==> src/rtl/core/gelu_pkg.sv <==
// Shared constants, types and table-generation math for the GELU block.
`default_nettype none

package gelu_pkg;

  localparam int DATA_W = 16;
  localparam int WGT_W = 15;
  localparam int TAB_W = 31;
  localparam int CDF_W = TAB_W + 1;
  localparam int G_W = 48;
  localparam int LO_W = 24;
  localparam int V_W = 64;
  localparam int Q_SHIFT = 30;
  localparam int STAGES = 10;
  localparam int SUBSTEPS = 16;
  localparam int EXP_TERMS = 20;
  localparam int EXP_CUTOFF = 40;

  localparam int FRAC_BITS_DEF = 12;
  localparam int TABLE_SEGMENTS_DEF = 256;

  localparam longint unsigned Q30_ONE = 64'd1 << Q_SHIFT;
  localparam longint unsigned INV_SQRT_2PI_Q30 = 64'd428361012;

  typedef logic [STAGES-1:0] stage_en_t;

  typedef enum logic {
    ACT_FORWARD  = 1'b0,
    ACT_BACKWARD = 1'b1
  } action_t;

  function automatic longint unsigned exp_series(input longint unsigned f);
    longint signed sum;
    longint unsigned mag;
    sum = longint'(Q30_ONE);
    mag = Q30_ONE;
    for (int k = 1; k <= EXP_TERMS; k++) begin
      mag = ((mag * f) >> Q_SHIFT) / 64'(k);
      if (k[0]) begin
        sum = sum - longint'(mag);
      end else begin
        sum = sum + longint'(mag);
      end
    end
    return (sum > 0) ? 64'(sum) : 64'd0;
  endfunction

  localparam longint unsigned E1_Q30 = exp_series(Q30_ONE);

  function automatic longint unsigned exp_neg(input longint unsigned u);
    longint unsigned n;
    longint unsigned r;
    if (u >= (64'(EXP_CUTOFF) << Q_SHIFT)) begin
      return 64'd0;
    end
    n = u >> Q_SHIFT;
    r = exp_series(u & (Q30_ONE - 64'd1));
    for (int i = 0; i < EXP_CUTOFF; i++) begin
      if (64'(i) < n) begin
        r = (r * E1_Q30 + (64'd1 << (Q_SHIFT - 1))) >> Q_SHIFT;
      end
    end
    return r;
  endfunction

endpackage

`default_nettype wire

==> src/rtl/core/gelu_ctrl.sv <==
// Valid tracking and per-stage load enables for the GELU pipeline.
`default_nettype none

module gelu_ctrl (
  input  wire logic              clk,
  input  wire logic              rst,
  input  wire logic              s_tvalid,
  output logic                   s_tready,
  output logic                   m_tvalid,
  input  wire logic              m_tready,
  output gelu_pkg::stage_en_t    en
);
  import gelu_pkg::*;

  stage_en_t vld;
  stage_en_t rdy;

  always_comb begin
    rdy[STAGES-1] = !vld[STAGES-1] || m_tready;
    for (int k = STAGES - 2; k >= 0; k--) begin
      rdy[k] = !vld[k] || rdy[k+1];
    end
  end

  always_ff @(posedge clk) begin
    if (rst) begin
      vld <= '0;
    end else begin
      if (rdy[0]) begin
        vld[0] <= s_tvalid;
      end
      for (int k = 1; k < STAGES; k++) begin
        if (rdy[k]) begin
          vld[k] <= vld[k-1];
        end
      end
    end
  end

  assign en       = rdy;
  assign s_tready = rdy[0];
  assign m_tvalid = vld[STAGES-1];

endmodule

`default_nettype wire

==> config.mk <==
export PLATFORM = sky130hd
export DESIGN_NAME = gelu_ctrl
export DESIGN_NICKNAME = d
export VERILOG_FILES = /design/src/rtl/core/gelu_pkg.sv /design/src/rtl/core/gelu_ctrl.sv
export SDC_FILE = /design/constraint.sdc
export NUM_CORES = 1
export LEC_CHECK = 0
export BUFFER_PORTS_ARGS = -buffer_cell sky130_fd_sc_hd__buf_4
export CORE_AREA = 4 4 41 43
export DETAILED_ROUTE_END_ITERATION = 8
export DIE_AREA = 0 0 45 47
export PLACE_DENSITY = 0.61
export SYNTH_ARGS = -nofsm -noshare
export SYNTH_HDL_FRONTEND = slang
export SYNTH_SLANG_ARGS = --single-unit
export TNS_END_PERCENT = 30
==> constraint.sdc <==
create_clock -name clk -period 1.91 [get_ports clk]
set_input_delay 0.2865 -clock clk [delete_from_list [all_inputs] [get_ports clk]]
set_output_delay 0.2865 -clock clk [all_outputs]
set_load 0.05 [all_outputs]
# Word level (Yosys, flattened, before mapping)
# Index checks and enable logic that the tools add are counted.
# totals
input_bits,4
regBits,10
out_inout_bits,12
elab_cells,30
# op_classes
n_reduce_logical,20
# ops
operator,n
logical NOT 1 bit,10
logical OR 1 bit,10

# Logic depth before layout (Yosys ltp)
# logic_depth
ltp_word,11
ltp_mapped,5
ltp_nobuf,3

# Worst setup path after synthesis
# OpenSTA, ideal clock, no wires.
# synth_timing
path_type,reg2out
from,reg vld[9]
to,out en[0]
stages_incl_launch_ff,6
n_path_buf,2
path_slack_ns,-0.505
arrival_time_ns,2.128
cell_sequence,dfxtp_1 > and4b_1 > buf_6 > nand3_4 > or3_1 > buf_4
# synth_between
elab_chain_cells,11
# synth_lines
element,line_no,source
start: declaration,gelu_ctrl.sv:15,stage_en_t vld;
start signal: indexed assignment,gelu_ctrl.sv:34,vld[k] <= vld[k-1];
logical NOT 1 bit,gelu_ctrl.sv:19,rdy[STAGES-1] = !vld[STAGES-1] || m_tready;
logical OR 1 bit,gelu_ctrl.sv:19,
logical OR 1 bit (6 in a row),gelu_ctrl.sv:21,rdy[k] = !vld[k] || rdy[k+1];
named net en[3],gelu_ctrl.sv:11,output gelu_pkg::stage_en_t en
logical OR 1 bit (3 in a row),gelu_ctrl.sv:21,
end: declaration,gelu_ctrl.sv:11,
# The timed path passes the listed nets, and every way through them passes these cells.

# Worst setup path after layout
# layout_timing
from,reg vld[8]
to,out en[0]
# layout_between
elab_chain_cells,10
# layout_lines
element,line_no
logical NOT 1 bit,gelu_ctrl.sv:21
logical OR 1 bit (9 in a row),gelu_ctrl.sv:21
# No other way between the ends.

==> impl_metrics.csv <==
group,metric,value,unit
setup_path,critPathBufInv,1,
placement,place.gp.congestion,0.716,
clocking,clk-insertion-delay-late,0.26,ns
sta,fin_crit,1.84,ns
sta,max_freq,544,MHz
yosys,muxShareOfSynthArea,0,%
route,remaining_drc_errors,0,
die,die_h,47,um
yosys,synthXorXnorAreaFrac,0,%
setup_path,critical_path.startpoint,"vld[8]$_SDFFE_PP0P_",
die,ios,16,
setup_path,path_class,"flip-flop to output port",
die,start_util,31.4,%
min_path,hold_path.startpoint,"s_tvalid",
global_route,gr-usage-all-layers,9.21,%
power_and_ir_drop,finalPower,414,uW
setup_path,worstPathArrival,1.55,ns
placement,port-buffer-count,15,
setup_path,startpoint_type,"flip-flop",
yosys,syn_inst,48,
min_path,worstHoldPathType,"input pin to flip-flop",
yosys,ys_warn_count,0,
route,wl_per_cell,10.3,um
placement,dpl.hpwl,638,um
yosys,syn_area_per_cell,8.52,um2
yosys,synth_compound_area_share,11.3,%
clocking,htree_levels,1,
power_and_ir_drop,ir_drop,0.335,mV
clocking,clockBufferDepth,2,
die,die_area,0.00212,mm2
clocking,cts_resized,0,
die,rows,13,
flow_run,cap_viol_max_count,0,
global_route,grt_pass1_wl,1300,um
layout,nNetsFinal,70,
global_route,overflow,0,
layout,largest_register_ffs,10,
setup_path,cp_slowest_cell,"dfxtp_1",
sta,slew_violations,0,
clocking,root_buffer,"clkbuf_4",
setup_path,worstSetupEndpointType,"output port",
layout,drive_above_1_share,36.9,%
route,drtIter0Drc,2,
global_route,grt_max_degree,12,
sta,fin_skew,0.00334,ns
clocking,tritoncts,"built",
setup_path,r2r_start,"vld[8]$_SDFFE_PP0P_",
placement,place_area,534,um2
clocking,hold_buffers,0,
layout,reg_top3,"vld: 10 flops",
yosys,yosysUniqueCellTypes,19,
yosys,yosysSeqAreaShare,48.9,%
yosys,synthesis.area,409,um2
placement,dp.cells,76,
sta,relSlewSlack,82.0,%
route,firstDrtPassIters,2,
sta,finalHoldViolCount,0,
sta,rsz0062_at_grt,"no",
yosys,synth_fa_ha_area_share,0,%
layout,diodes,0,
global_route,antenna_found_initial,0,
setup_path,cp_top_family,"simple AND/OR/NAND/NOR gates",
sta,worst_slew_pin_slew,0.270,ns
setup_path,slowest_delay,0.37,ns
clocking,cts_setup_buffers,0,
power_and_ir_drop,p_per_area,725,mW/mm2
layout,layoutNonFillerInstCount,80,
setup_path,required,1.62,ns
route,ant_nets,0,
clocking,cts_buffers,3,
yosys,synth-simple-area-share,27.8,%
yosys,synth_top_family_by_area,"simple AND/OR/NAND/NOR gates",
global_route,first_global_vias,319,
sta,fin_crit_sh,96.2,%
layout,final_area,571,um2
setup_path,cp_cell_sequence,"and4b_1, nand3_4, or3_4, buf_4",
clocking,clkTransAtPathRegs,0.07,ns
clocking,clock_sinks,10,
setup_path,crit_fanout,6,
layout,regMostFlops,"vld",
die,coreArea,0.00130,mm2
route,wirelength,826,um
route,vias_per_cell,4.46,
yosys,syn-num-nets,52,
sta,setup_viol,0,
power_and_ir_drop,leakagePower,0.000222,uW
sta,tns,0,ns
yosys,yosys_register_bits,10,
die,die_w,45,um
route,vias,357,
run_status,outcome,"finished, final reports clean",
layout,fin_util,43.8,%
layout,syn_to_final_growth,39.4,%
## stage by stage
step | setup slack [ns] | hold WS, ns
after floorplan | -0.00698 | 0.421
after global placement | 0.272 | 0.435
after detailed placement | 0.263 | 0.443
after CTS | 0.0549 | 0.254
after global routing | 0.000618 | 0.260
final | 0.0728 | 0.261
## Yosys cell counts
| library cell | number | area, um2 |
|---|---|---|
| nand3_1 | 1 | 5.00 |
| nand2b_1 | 1 | 6.26 |
| buf_6 | 1 | 11.3 |
| clkbuf_1 | 1 | 3.75 |
| nor2b_1 | 1 | 6.26 |
| inv_1 | 7 | 26.3 |
| or3_1 | 1 | 6.26 |
| o32ai_1 | 1 | 8.76 |
| a21oi_1 | 6 | 30.0 |
| and3_1 | 1 | 6.26 |
| buf_4 | 1 | 7.51 |
| nor2_1 | 6 | 22.5 |
| and4b_1 | 1 | 10.0 |
| o31ai_1 | 1 | 7.51 |
| nand2_1 | 4 | 15.0 |
| nand3_4 | 1 | 17.5 |
| nand4_1 | 2 | 12.5 |
| dfxtp_1 | 10 | 200 |
| or2_2 | 1 | 6.26 |
## cells by family after synthesis
kind of cell           after synthesis
AOI/OAI and AO/OA                    8
buffers and inverters               10
DFF                                 10
and+or+nand+nor                     20
## per-layer routing
| metal | wire length [um] | part of all wire, % | track usage (%) |
|---|---|---|---|
| met2 | 393 | 48 | 12.1 |
| met4 | 13 | 1.6 | 10.5 |
| met3 | 46 | 5.6 | 3.83 |
| met1 | 373 | 45 | 10.4 |
| met5 | 0 | 0 | 0 |
## area by class of cell
cell class,instances,area [um2]
fill,139,731
sequential,10,204
multi-input combinational,28,165
timing repair buffer,16,120
clock buffer,4,36.3
inverter,7,26.3
tap,15,18.8
## path summary, 6_finish.rpt
path                         end  slack (ns)  depth (start not counted)
max                        en[0]        0.07                          4
min          vld[0]$_SDFFE_PP0P_        0.26                          3
max reg2reg  vld[2]$_SDFFE_PP0P_        0.75                          4
min reg2reg  vld[4]$_SDFFE_PP0P_        0.45                          2
## power breakdown
group | leakage, uW | switching [uW] | internal [uW] | total (uW)
combinational | 0.000119 | 6.54 | 6.48 | 13.0
sequential | 0.0000819 | 2.14 | 210 | 213
clock | 0.0000210 | 72.2 | 116 | 188
## placed cells by master (no fill, tap or decap), types with 2 or more instances in the layout
master | synthesis | layout
a21oi_1 | 6 | 6
dfxtp_1 | 10 | 9
buf_4 | 1 | 16
nand2_1 | 4 | 4
nand4_1 | 2 | 2
nor2_1 | 6 | 6
clkbuf_4 | 0 | 3
inv_1 | 7 | 7
## worst register-to-register path, stage by stage (launching register included)
cell and delay [ns]:
dfxtp_1 0.37, and4b_1 0.27, buf_4 0.17, nand4_1 0.12, a21oi_1 0.16
Power figures use the tool's default switching activity.
